## src/design/id_keyed_bump_region_allocator_core_assert.svh

```systemverilog
// assertion helpers used by the allocator control module
`ifndef ID_KEYED_BUMP_REGION_ALLOCATOR_CORE_ASSERT_SVH
`define ID_KEYED_BUMP_REGION_ALLOCATOR_CORE_ASSERT_SVH

// same-cycle implication, disabled while in reset
`define IKBRA_ASSERT_NOW(lbl, clk, rstn, ante, cons) \
  lbl: assert property (@(posedge clk) disable iff (!(rstn)) (ante) |-> (cons)) \
    else $error("allocator assertion failed");

// next-cycle implication, disabled while in reset
`define IKBRA_ASSERT_NEXT(lbl, clk, rstn, ante, cons) \
  lbl: assert property (@(posedge clk) disable iff (!(rstn)) (ante) |=> (cons)) \
    else $error("allocator assertion failed");

`endif

```

## src/design/ikbra_pkg.sv

```systemverilog
`timescale 1ns / 1ps
`default_nettype none

package ikbra_pkg;

  localparam int unsigned MaxEntries = 16;
  localparam int unsigned AddrW      = 48;
  localparam int unsigned IdW        = 32;
  localparam int unsigned BytesW     = 32;
  localparam int unsigned LimitW     = 5;
  localparam int unsigned CfgIdxW    = 3;
  localparam int unsigned CfgDataW   = 48;

  typedef enum logic [2:0] {
    StOk       = 3'd0,
    StZeroId   = 3'd1,
    StDuplicate = 3'd2,
    StFull     = 3'd3,
    StNoSpace  = 3'd4,
    StNotFound = 3'd5
  } status_e;

  typedef enum logic [CfgIdxW-1:0] {
    CfgPoolBase   = 3'd0,
    CfgPoolBytes  = 3'd1,
    CfgPhysBase   = 3'd2,
    CfgGrowUpward = 3'd3,
    CfgEntryLimit = 3'd4
  } cfg_idx_e;

  typedef enum logic {
    ModeAlloc  = 1'b0,
    ModeLookup = 1'b1
  } mode_e;

  typedef struct packed {
    logic              mode;
    logic [IdW-1:0]    region_id;
    logic [BytesW-1:0] request_bytes;
  } req_t;

  typedef struct packed {
    status_e           status;
    logic [AddrW-1:0]  virt_address;
    logic [AddrW-1:0]  phys_address;
    logic [BytesW-1:0] region_bytes;
  } rsp_t;

  typedef struct packed {
    logic load;
    logic scan_en;
    logic finish;
  } dp_cmd_t;

  typedef struct packed {
    logic skip_scan;
    logic scan_done;
  } dp_status_t;

endpackage

`default_nettype wire

```

## src/design/ikbra_ctrl.sv

```systemverilog
`timescale 1ns / 1ps
`default_nettype none

`include "id_keyed_bump_region_allocator_core_assert.svh"

module ikbra_ctrl (
  input  wire                  clk_i,
  input  wire                  rst_ni,
  input  wire                  in_valid_i,
  output logic                 in_ready_o,
  output logic                 out_valid_o,
  input  wire                  out_ready_i,
  input  ikbra_pkg::dp_status_t dp_status_i,
  output ikbra_pkg::dp_cmd_t   dp_cmd_o
);

  typedef enum logic [1:0] {
    StIdle,
    StScan,
    StFinish
  } state_e;

  state_e state_q, state_d;
  logic   out_valid_q, out_valid_d;
  logic   go;

  // result slot is free or is being emptied this cycle
  assign go = !out_valid_q || out_ready_i;

  always_comb begin
    state_d     = state_q;
    out_valid_d = out_valid_q && !out_ready_i;
    case (state_q)
      StIdle: begin
        if (in_valid_i) begin
          state_d = StScan;
        end
      end
      StScan: begin
        if (dp_status_i.skip_scan || dp_status_i.scan_done) begin
          state_d = StFinish;
        end
      end
      StFinish: begin
        if (go) begin
          state_d     = StIdle;
          out_valid_d = 1'b1;
        end
      end
      default: begin
        state_d = StIdle;
      end
    endcase
  end

  always_ff @(posedge clk_i or negedge rst_ni) begin
    if (!rst_ni) begin
      state_q     <= StIdle;
      out_valid_q <= 1'b0;
    end else begin
      state_q     <= state_d;
      out_valid_q <= out_valid_d;
    end
  end

  assign in_ready_o       = (state_q == StIdle);
  assign out_valid_o      = out_valid_q;
  assign dp_cmd_o.load    = in_valid_i && (state_q == StIdle);
  assign dp_cmd_o.scan_en = (state_q == StScan);
  assign dp_cmd_o.finish  = (state_q == StFinish) && go;

  `IKBRA_ASSERT_NEXT(a_accept_starts_scan, clk_i, rst_ni,
                     in_valid_i && in_ready_o, state_q == StScan)
  `IKBRA_ASSERT_NEXT(a_finish_posts_result, clk_i, rst_ni,
                     dp_cmd_o.finish, out_valid_o && state_q == StIdle)
  `IKBRA_ASSERT_NEXT(a_scan_holds, clk_i, rst_ni,
                     state_q == StScan && !dp_status_i.skip_scan && !dp_status_i.scan_done,
                     state_q == StScan)
  `IKBRA_ASSERT_NOW(a_no_overwrite, clk_i, rst_ni,
                    dp_cmd_o.finish, !out_valid_o || out_ready_i)

endmodule

`default_nettype wire

```

## src/design/ikbra_dp.sv

```systemverilog
`timescale 1ns / 1ps
`default_nettype none

module ikbra_dp #(
  parameter int unsigned MaxEntries = ikbra_pkg::MaxEntries
) (
  input  wire                                clk_i,
  input  wire                                rst_ni,
  input  ikbra_pkg::req_t                    req_i,
  input  wire                                cfg_valid_i,
  input  wire [ikbra_pkg::CfgIdxW-1:0]       cfg_index_i,
  input  wire [ikbra_pkg::CfgDataW-1:0]      cfg_data_i,
  input  ikbra_pkg::dp_cmd_t                 dp_cmd_i,
  output ikbra_pkg::dp_status_t              dp_status_o,
  output ikbra_pkg::rsp_t                    rsp_o
);

  localparam int unsigned AW   = ikbra_pkg::AddrW;
  localparam int unsigned BW   = ikbra_pkg::BytesW;
  localparam int unsigned LW   = ikbra_pkg::LimitW;
  localparam int unsigned CntW = $clog2(MaxEntries + 1);
  localparam int unsigned IdxW = (MaxEntries > 1) ? $clog2(MaxEntries) : 1;
  localparam int unsigned CmpW = (CntW > LW) ? CntW : LW;

  typedef struct packed {
    logic [ikbra_pkg::IdW-1:0] id;
    logic [BW-1:0]             size;
    logic [AW-1:0]             start;
  } entry_t;

  // configuration
  logic [AW-1:0] pool_base_q, pool_base_d;
  logic [BW-1:0] pool_bytes_q, pool_bytes_d;
  logic [AW-1:0] phys_base_q, phys_base_d;
  logic          grow_q, grow_d;
  logic [LW-1:0] limit_q, limit_d;
  logic          restart;
  logic [AW:0]   restart_next;

  // allocator state
  logic [CntW-1:0] count_q;
  logic [AW:0]     next_q;
  entry_t          mem [MaxEntries];

  // request and scan
  ikbra_pkg::req_t req_q;
  logic [CntW-1:0] idx_q;
  logic            rd_vld_q;
  entry_t          rd_q;
  logic            hit_q;
  logic [BW-1:0]   hit_size_q;
  logic [AW-1:0]   hit_start_q;
  logic            scan_more;
  logic            match;

  // precomputed per request
  logic          space_ok_q;
  logic [AW-1:0] new_start_q;
  logic [AW:0]   next_after_q;
  logic [AW-1:0] delta_q;

  logic [AW:0]   size_ext;
  logic [AW:0]   pool_end;
  logic [AW+1:0] up_sum;
  logic [AW:0]   dec;
  logic          up_fail;
  logic          down_fail;
  logic          full;
  logic          zero_id;
  logic          alloc_ok;
  logic          commit;
  logic [AW-1:0] start_sel;
  ikbra_pkg::rsp_t rsp_q, rsp_d;

  always_comb begin
    pool_base_d  = pool_base_q;
    pool_bytes_d = pool_bytes_q;
    phys_base_d  = phys_base_q;
    grow_d       = grow_q;
    limit_d      = limit_q;
    restart      = 1'b0;
    if (cfg_valid_i) begin
      case (ikbra_pkg::cfg_idx_e'(cfg_index_i))
        ikbra_pkg::CfgPoolBase: begin
          pool_base_d = cfg_data_i[AW-1:0];
          restart     = 1'b1;
        end
        ikbra_pkg::CfgPoolBytes: begin
          pool_bytes_d = cfg_data_i[BW-1:0];
          restart      = 1'b1;
        end
        ikbra_pkg::CfgPhysBase: begin
          phys_base_d = cfg_data_i[AW-1:0];
        end
        ikbra_pkg::CfgGrowUpward: begin
          grow_d  = cfg_data_i[0];
          restart = 1'b1;
        end
        ikbra_pkg::CfgEntryLimit: begin
          limit_d = cfg_data_i[LW-1:0];
        end
        default: begin
        end
      endcase
    end
  end

  assign restart_next = grow_d ? {1'b0, pool_base_d}
                               : {1'b0, pool_base_d} + {{(AW + 1 - BW){1'b0}}, pool_bytes_d};

  // full table: count at the register limit or at the table depth
  assign full    = (CmpW'(count_q) >= CmpW'(limit_q)) || (count_q >= CntW'(MaxEntries));
  assign zero_id = (req_q.region_id == '0);

  assign scan_more = !hit_q && (idx_q < count_q);
  assign match     = rd_vld_q && !hit_q && (rd_q.id == req_q.region_id);

  assign dp_status_o.skip_scan = zero_id || ((req_q.mode == ikbra_pkg::ModeAlloc) && full);
  assign dp_status_o.scan_done = hit_q || (!scan_more && !rd_vld_q);

  // space check for the pending allocate, pointer held one bit wider
  assign size_ext  = {{(AW + 1 - BW){1'b0}}, req_q.request_bytes};
  assign pool_end  = {1'b0, pool_base_q} + {{(AW + 1 - BW){1'b0}}, pool_bytes_q};
  assign up_sum    = {1'b0, next_q} + {1'b0, size_ext};
  assign dec       = next_q - size_ext;
  assign up_fail   = up_sum > {1'b0, pool_end};
  assign down_fail = (next_q < {1'b0, pool_base_q}) || (size_ext > (next_q - {1'b0, pool_base_q}));

  always_ff @(posedge clk_i) begin
    space_ok_q   <= grow_q ? !up_fail : !down_fail;
    new_start_q  <= grow_q ? next_q[AW-1:0] : dec[AW-1:0];
    next_after_q <= grow_q ? up_sum[AW:0] : dec;
    delta_q      <= phys_base_q - pool_base_q;
  end

  always_ff @(posedge clk_i or negedge rst_ni) begin
    if (!rst_ni) begin
      pool_base_q  <= '0;
      pool_bytes_q <= '0;
      phys_base_q  <= '0;
      grow_q       <= 1'b1;
      limit_q      <= LW'(16);
    end else begin
      pool_base_q  <= pool_base_d;
      pool_bytes_q <= pool_bytes_d;
      phys_base_q  <= phys_base_d;
      grow_q       <= grow_d;
      limit_q      <= limit_d;
    end
  end

  assign alloc_ok = !zero_id && (req_q.mode == ikbra_pkg::ModeAlloc) && !full && !hit_q
                    && space_ok_q;
  assign commit   = dp_cmd_i.finish && alloc_ok;

  always_ff @(posedge clk_i or negedge rst_ni) begin
    if (!rst_ni) begin
      count_q <= '0;
      next_q  <= '0;
    end else if (restart) begin
      count_q <= '0;
      next_q  <= restart_next;
    end else if (commit) begin
      count_q <= count_q + 1'b1;
      next_q  <= next_after_q;
    end
  end

  // scan control
  always_ff @(posedge clk_i or negedge rst_ni) begin
    if (!rst_ni) begin
      idx_q    <= '0;
      rd_vld_q <= 1'b0;
      hit_q    <= 1'b0;
    end else if (dp_cmd_i.load) begin
      idx_q    <= '0;
      rd_vld_q <= 1'b0;
      hit_q    <= 1'b0;
    end else if (dp_cmd_i.scan_en) begin
      rd_vld_q <= scan_more;
      if (scan_more) begin
        idx_q <= idx_q + 1'b1;
      end
      if (match) begin
        hit_q <= 1'b1;
      end
    end
  end

  // region table, one registered read port and one write port
  always_ff @(posedge clk_i) begin
    if (commit) begin
      mem[count_q[IdxW-1:0]] <= '{id: req_q.region_id, size: req_q.request_bytes,
                                  start: new_start_q};
    end
    if (dp_cmd_i.scan_en && scan_more) begin
      rd_q <= mem[idx_q[IdxW-1:0]];
    end
  end

  always_ff @(posedge clk_i) begin
    if (dp_cmd_i.load) begin
      req_q <= req_i;
    end
    if (dp_cmd_i.scan_en && match) begin
      hit_size_q  <= rd_q.size;
      hit_start_q <= rd_q.start;
    end
    if (dp_cmd_i.finish) begin
      rsp_q <= rsp_d;
    end
  end

  assign start_sel = (req_q.mode == ikbra_pkg::ModeLookup) ? hit_start_q : new_start_q;

  always_comb begin
    rsp_d.status       = ikbra_pkg::StOk;
    rsp_d.virt_address = start_sel;
    rsp_d.phys_address = start_sel + delta_q;
    rsp_d.region_bytes = (req_q.mode == ikbra_pkg::ModeLookup) ? hit_size_q
                                                               : req_q.request_bytes;
    if (zero_id) begin
      rsp_d.status = ikbra_pkg::StZeroId;
    end else if (req_q.mode == ikbra_pkg::ModeLookup) begin
      if (!hit_q) begin
        rsp_d.status = ikbra_pkg::StNotFound;
      end
    end else if (full) begin
      rsp_d.status = ikbra_pkg::StFull;
    end else if (hit_q) begin
      rsp_d.status = ikbra_pkg::StDuplicate;
    end else if (!space_ok_q) begin
      rsp_d.status = ikbra_pkg::StNoSpace;
    end
    if (rsp_d.status != ikbra_pkg::StOk) begin
      rsp_d.virt_address = '0;
      rsp_d.phys_address = '0;
      rsp_d.region_bytes = '0;
    end
  end

  assign rsp_o = rsp_q;

endmodule

`default_nettype wire

```

## src/design/id_keyed_bump_region_allocator_core.sv

```systemverilog
// an accepted request is checked against the stored ids, one region per cycle; the scan
//   is skipped for a zero id or a full table on allocate, and nothing is scanned when
//   the table is empty; the result is registered once the output slot is free
// requests: one at a time, limited by the id scan over the single table read port
// a new request is taken while the previous result still waits at the output
// reset: asynchronous active low; table empties, pointer to pool base, registers to defaults
`timescale 1ns / 1ps
`default_nettype none

module id_keyed_bump_region_allocator_core #(
  parameter int unsigned MaxEntries = ikbra_pkg::MaxEntries
) (
  input  wire                            clk_i,
  input  wire                            rst_ni,
  input  wire                            in_valid_i,
  output logic                           in_ready_o,
  input  ikbra_pkg::req_t                in_req_i,
  output logic                           out_valid_o,
  input  wire                            out_ready_i,
  output ikbra_pkg::rsp_t                out_rsp_o,
  input  wire                            cfg_valid_i,
  output logic                           cfg_ready_o,
  input  wire [ikbra_pkg::CfgIdxW-1:0]   cfg_index_i,
  input  wire [ikbra_pkg::CfgDataW-1:0]  cfg_data_i
);

  ikbra_pkg::dp_cmd_t    dp_cmd;
  ikbra_pkg::dp_status_t dp_status;

  assign cfg_ready_o = 1'b1;

  ikbra_ctrl u_ctrl (
    .clk_i       (clk_i),
    .rst_ni      (rst_ni),
    .in_valid_i  (in_valid_i),
    .in_ready_o  (in_ready_o),
    .out_valid_o (out_valid_o),
    .out_ready_i (out_ready_i),
    .dp_status_i (dp_status),
    .dp_cmd_o    (dp_cmd)
  );

  ikbra_dp #(
    .MaxEntries (MaxEntries)
  ) u_dp (
    .clk_i       (clk_i),
    .rst_ni      (rst_ni),
    .req_i       (in_req_i),
    .cfg_valid_i (cfg_valid_i),
    .cfg_index_i (cfg_index_i),
    .cfg_data_i  (cfg_data_i),
    .dp_cmd_i    (dp_cmd),
    .dp_status_o (dp_status),
    .rsp_o       (out_rsp_o)
  );

endmodule

`default_nettype wire
```

## config.mk

```make
export PLATFORM = sky130hd
export DESIGN_NAME = id_keyed_bump_region_allocator_core
export DESIGN_NICKNAME = d
export VERILOG_FILES = /design/src/design/ikbra_pkg.sv /design/src/design/ikbra_ctrl.sv /design/src/design/ikbra_dp.sv /design/src/design/id_keyed_bump_region_allocator_core.sv
export VERILOG_INCLUDE_DIRS = /design/src /design/src/design
export SDC_FILE = /design/constraint.sdc
export NUM_CORES = 2
export LEC_CHECK = 0
export BUFFER_PORTS_ARGS = -buffer_cell sky130_fd_sc_hd__buf_2
export CELL_PAD_IN_SITES_DETAIL_PLACEMENT = 0
export CELL_PAD_IN_SITES_GLOBAL_PLACEMENT = 1
export CORE_MARGIN = 4
export CORE_UTILIZATION = 30
export DETAILED_ROUTE_END_ITERATION = 10
export PLACE_DENSITY_LB_ADDON = 0.05
export SLEW_MARGIN = 20
export SYNTH_ARGS = -nofsm -noshare
export SYNTH_HDL_FRONTEND = slang
export SYNTH_SLANG_ARGS = --single-unit
```

## constraint.sdc

```tcl
create_clock -name clk_i -period 12.5 [get_ports clk_i]
set_input_delay 1.25 -clock clk_i [delete_from_list [all_inputs] [get_ports clk_i]]
set_output_delay 1.25 -clock clk_i [all_outputs]
set_load 0.01 [all_outputs]
```

Yosys cells after proc, flatten, opt, wreduce, memory -nomap -nowiden --
Memory sizes are Yosys's and may differ from the RTL's. A register that Yosys moved wholly into a read port is not among the register bits. Cells that the tools add are included.
Storage, ports and cells: register bits after elaboration 620, bits in writable memories 1792, output and inout bits 134, logic and storage cells 136, memories 1
Operators by class: add/subtract/negate cells 9, order comparisons 6, equality and inequality tests 10, muxes and demuxes 40, bitwise logic cells 1, reduce and logical (&&, ||, !) cells 44
Memories:
- u_dp.mem | depth 16, width 112, read ports 1, clocked after memory_dff 1, wr ports 1, line ikbra_dp.sv:43 | entry_t mem [MaxEntries];
Operator list (number):
- 49-bit 2-to-1 mux | 4
- 48-bit 2-to-1 mux | 4
- 48-bit by 32-bit adder with 49-bit output | 2
- 32-bit 2-to-1 mux | 3
- 49-bit by 32-bit adder with 50-bit output | 1
- 50-bit by 49-bit > comparator with 1-bit output | 1
- 32-bit by 49-bit > comparator with 1-bit output | 1
- 49-bit by 48-bit < comparator with 1-bit output | 1
- 49-bit by 32-bit subtractor with 49-bit output | 1
- 49-bit by 48-bit subtractor with 49-bit output | 1
- 48-bit adder | 1
- 48-bit subtractor | 1
- 32-bit == test | 1
- 32-bit logical NOT | 1
- 5-bit 2-to-1 mux | 5
- 3-bit 2-to-1 mux | 6
- 1-bit logical AND | 15
- 1-bit 2-to-1 mux | 14
- 5-bit by 1-bit adder with 5-bit output (second input constant) | 2
- 1-bit logical NOT | 9
- 2-bit AND reduction | 4
- 2-bit nonzero test | 4
- 3-bit by 2-bit == test with 1-bit output (second input constant) | 2
- 1-bit logical OR | 6
- 17 further kinds | 20

Longest topological paths before layout --
depth in word-level cells 9, depth in mapped cells 27

Modules after synthesis --
A second synthesis with hierarchy kept.
Second synthesis, totals: cells, all modules 6663, area, all modules 110001.8 µm²
By module, submodules not included:
- ikbra_dp | instances 1, cells each 6647, area each 109846.6 µm²
- ikbra_ctrl | instances 1, cells each 14, area each 143.9 µm²
- id_keyed_bump_region_allocator_core | instances 1, cells each 2, area each 11.3 µm²

Least setup slack after synthesis --
Ideal clock, no wire load.
path type register to register, start point register u_dp.count_q[0], end point memory u_dp.mem[1][0] (netlist bit), enable pin, library setup time 0.720 ns, arrival time 10.743 ns, data required time 11.780 ns, path slack 1.037 ns, cell stages (with the launch flop) 15, buffers on the path 3, clock period less this slack 11.463 ns, cells stage by stage dfrtp_1 -> inv_1 -> ha_1 -> nand2b_1 -> a21o_1 -> a21o_1 -> a21o_1 -> a211o_1 -> or3b_1 -> nor4b_1 -> buf_2 -> buf_2 -> buf_2 -> nand2_1 -> nor3_1
Between the ends: cells in the longest elaborated chain, start to end 9, elaborated cells between the ends (all ways) 10
Ends and longest elaborated chain:
- from (decl) | line ikbra_dp.sv:41 | logic [CntW-1:0] count_q;
- from (signal assigned) | line ikbra_dp.sv:164 | count_q <= count_q + 1'b1;
- 5-bit >= comparator | line ikbra_dp.sv:112 | assign full = (CmpW'(count_q) >= CmpW'(limit_q)) || (count_q >= CntW'(MaxEntries));
- 1-bit logical OR | line ikbra_dp.sv:112
- 1-bit logical NOT | line ikbra_dp.sv:152 | assign alloc_ok = !zero_id && (req_q.mode == ikbra_pkg::ModeAlloc) && !full && !hit_q
- 1-bit logical AND (2 in series) | line ikbra_dp.sv:152
- 1-bit logical AND | line ikbra_dp.sv:153 | && space_ok_q;
- 1-bit logical AND | line ikbra_dp.sv:154 | assign commit = dp_cmd_i.finish && alloc_ok;
- 1-bit 2-to-1 mux | line ikbra_dp.sv:192 | if (commit) begin
- 1-bit 2-to-1 mux (implied by the code) | line ikbra_dp.sv:193 | mem[count_q[IdxW-1:0]] <= '{id: req_q.region_id, size: req_q.request_bytes,
- to (decl) | line ikbra_dp.sv:43
Parallel ways exist; a longest one is shown, timed or not.

Worst setup path in the final report --
start point register u_dp.req_q[5] (netlist bit), end point register u_dp.space_ok_q
Between the ends: cells in the longest elaborated chain, start to end 4, elaborated cells between the ends (all ways) 7
Ends and longest elaborated chain:
- from (decl) | line ikbra_dp.sv:46 | ikbra_pkg::req_t req_q;
- from (signal assigned) | line ikbra_dp.sv:203 | req_q <= req_i;
- 49-bit by 32-bit adder with 50-bit output or 32-bit by 49-bit > comparator with 1-bit output (tied branches) | line ikbra_dp.sv:124, ikbra_dp.sv:127
- 50-bit by 49-bit > comparator with 1-bit output or 1-bit logical OR (tied branches) | line ikbra_dp.sv:126, ikbra_dp.sv:127
- 1-bit logical NOT | line ikbra_dp.sv:130 | space_ok_q <= grow_q ? !up_fail : !down_fail;
- 1-bit 2-to-1 mux * | line ikbra_dp.sv:130
- to (signal assigned) | line ikbra_dp.sv:130
- to (decl) | line ikbra_dp.sv:57 | logic space_ok_q;
Every way passes the cells marked *; elsewhere a longest branch is shown, timed or not. A chain may end at the register's enable or synchronous reset.

==> impl_metrics.py <==
metrics = {
    "route": {
        "first_pass_iters": 5,
        "drt-wirelength-per-cell_um": 31.11,
        "antenna_left": 0,
        "drc": 0,
        "vias": 63390,
        "drt-initial-drc-count": 5272,
        "wirelength_um": 386000,
        "post_drt_via_cell_ratio": 5.109,
    },
    "floorplanning": {
        "die_h_um": 615.8,
        "num_rows": 222,
        "io_pins": 255,
        "fp.dieW_um": 615.8,
        "initial_core_util_pct": 30.21,
        "dieArea_um2": 379200,
        "design.core.area_um2": 366900,
    },
    "place": {
        "dp_hpwl_um": 249300,
        "io_buffers": 253,
        "globalplace.congestion": 0.8441,
        "placed_area_um2": 118700,
        "place_inst": 11850,
    },
    "worst_setup_path": {
        "crit_fanout": 20,
        "cp.required_ps": 13260,
        "slowest_delay_ps": 790,
        "worstSetupStartpointType": "flop",
        "path_cells": "inv_1, ha_1, or3_1, o2111ai_1, a31oi_1, o21ai_0, o311ai_1, a31oi_1, and2_1, nor2b_1, xor2_1, ha_1, nand4_1, nor2_1, or4b_2, a21oi_1, a211oi_1, or2_2, o31a_1",
        "crit_slowest_cell": "edfxtp_1",
        "cp-end-kind": "flop",
        "critPathKind": "reg -> reg",
        "arrival_ps": 8010,
    },
    "synth": {
        "synth.distinct_cells": 97,
        "synth-seq-area-share_pct": 66.17,
        "ys_seq_elements": 2524,
        "yosysWarnings": 0,
        "ys.flop_type": "edfxtp_1",
        "synthesis.instances": 6806,
        "syn_area_per_cell_um2": 16.28,
        "synth-edff-count": 2180,
        "async_flop_share_pct": 7.845,
        "synth.cell_area_um2": 110800,
        "synth_nets": 7299,
    },
    "grt": {
        "grt_pass1_vias": 65530,
        "antenna_found_initial": 37,
        "grt_max_degree": 114,
        "grt_usage_pct": 19.88,
        "overflow": 0,
        "grt_pass1_wl_um": 535900,
    },
    "finish": {
        "layout_common_cells": "edfxtp_1, mux4_2, ha_1",
        "final_layout_size_suffix_gt1_share_pct": 21.28,
        "final_cells": 12410,
        "area_growth_pct": 15.96,
        "layout_commonest_cell": "edfxtp_1",
        "fin_area_um2": 128500,
        "nets": 7719,
    },
    "clocking": {
        "postCtsHoldBufs": 0,
        "clock_path_buffers": 4,
        "cts_made_buffers": 305,
        "cts_tree": "built",
        "clockRootBuffer": "clkbuf_16",
        "htreeDepth": 5,
        "clk_pin_slew_ps": 60,
        "post-cts-setup-buffers": 0,
        "clk_latency_ps": 900,
        "cts_resized": 0,
        "clock-sinks": 2524,
    },
    "timing": {
        "layout_min_cycle_time_ps": 7252,
        "grt_setup_unrepaired": "no",
        "fin_setup_tns_ps": 0,
        "max_freq_ghz": 0.1379,
        "hold_ws_ps": 278.5,
        "hold_violations": 0,
        "setup_viol": 0,
        "skew_ps": 44.07,
        "worst_pin_slew_ps": 1259,
        "drv_slew": 0,
        "post-route-period-util_pct": 58.02,
        "relSlewSlack_pct": 15.15,
    },
    "power": {
        "p_total_mw": 31.13,
        "power_density_nw_per_um2": 242.2,
        "power.leakage_nw": 43.56,
        "irDropWorstVdd_mv": 0.1099,
    },
    "hold_path": {
        "hold_path.class": "in -> async",
    },
    "flow_run": {
        "maxCapViolCount": 0,
    },
    "run_status": {
        "status": "completed",
    },
}
==> cells in the mapped netlist (all sizes together), types with 45 or more instances <==
library cell	count	area share [%]
a31oi	45	0.25
nor2b	112	0.63
o21bai	48	0.33
nand4	59	0.33
a211oi	56	0.38
xor2	119	0.94
inv	198	0.67
mux2i	77	0.70
mux4	560	11
ha	365	4.1
nand2	323	1.1
nor3	70	0.32
dfrtp	196	4.4
nand2b	55	0.31
buf	87	0.32
and3	49	0.28
nand3	92	0.42
a21oi	295	1.3
edfxtp	2180	59
xnor2	231	1.8
dfxtp	146	2.6
o21ai	245	1.1
a21o	161	1.1
mux2	137	1.4
nor2	305	1.0
clkbuf	204	0.69
==> logic make-up (layout without fill, tap and decap cells) <==
kind of cell	Yosys count	after routing	synth area share [%]
muxes	774	774	13.47
other	1	11	0.003383
and+or+nand+nor	1220	1220	5.423
xor gates and xnor gates	350	350	2.766
DFF	2524	2524	66.17
AOI/OAI and AO/OA	1074	1074	6.229
adders and majority gates	372	372	4.247
buffers and inverters	491	1156	1.691
==> worst max-delay path: cells and delay by family (launching register included) <==
family | cells | cell delay [ps]
buffers and inverters | 1 | 100
AOI/OAI and AO/OA | 8 | 2740
DFF | 1 | 790
xor gates and xnor gates | 1 | 100
adders and majority gates | 2 | 810
and+or+nand+nor | 7 | 2560
==> final timing paths <==
check | from | endpoint | slack (ps) | cells past startpoint
min in group clk_i | u_dp.rd_q[65]$_DFFE_PP_ | u_dp.hit_size_q[17]$_DFFE_PP_ | 420 | 0
worst min-delay path | rst_ni | u_dp.phys_base_q[44]$_DFFE_PN0P_ | 280 | 1
worst max-delay path | u_dp.req_q[5]$_DFFE_PP_ | u_dp.space_ok_q$_DFF_P_ | 5250 | 19
max in group asynchronous | rst_ni | u_dp.idx_q[1]$_DFFE_PN0P_ | 10870 | 2
worst min register to register | u_dp.rd_q[65]$_DFFE_PP_ | u_dp.hit_size_q[17]$_DFFE_PP_ | 420 | 0
worst max register to register | u_dp.req_q[5]$_DFFE_PP_ | u_dp.space_ok_q$_DFF_P_ | 5250 | 19
==> metrics by stage <==
step | setup slack [ps] | util (%)
6_report | 5248 | 35.03
4_1_cts | 5338 | 35.02
3_5_place_dp | 5392 | 32.34
3_3_place_gp | 5373 | 32.34
5_1_grt | 4903 | 35.02
2_1_floorplan | 1037 | -
==> registers in the layout (all words and copies together) (netlist names), 2 cells and up <==
register	count
u_dp.pool_base_q	48
u_dp.limit_q	5
u_dp.rsp_o	131
u_dp.rd_q	112
u_dp.new_start_q	48
u_dp.next_after_q	49
u_dp.idx_q	5
u_dp.count_q	5
u_dp.delta_q	48
u_dp.req_q	65
u_dp.hit_start_q	48
u_dp.next_q	49
u_dp.pool_bytes_q	32
u_dp.mem	1792
u_dp.phys_base_q	48
u_dp.hit_size_q	32
u_ctrl.state_q	2
==> power by group <==
group | switching [mW] | internal [mW] | total (mW)
combinational | 6.71 | 4.06 | 10.8
sequential | 1.05 | 10.5 | 11.5
clock | 3.58 | 5.23 | 8.81
==> metal layers <==
| metal | share of wire [%] | global-route usage [%] | vias to the layer above |
|---|---|---|---|
| li1 | - | - | 27680 |
| met1 | 48 | 29.34 | 33880 |
| met2 | 46 | 31.62 | 1444 |
| met3 | 3.8 | 2.179 | 386 |
| met4 | 2.1 | 4.192 | 4 |
| met5 | 0.0070 | 0 | - |
==> area by class of cell <==
cell class / count / area (um^2)
flip-flops and latches: 2524 / 73360
fillers: 35080 / 238400
inverters: 200 / 753.2
diodes: 10 / 25.02
repair buffers: 404 / 2560
clock buffers: 408 / 8347
well taps: 4928 / 6166
multi-input cells: 3791 / 35820
clock inverters: 144 / 1490
Note: power is estimated with default switching activity, not from simulation.
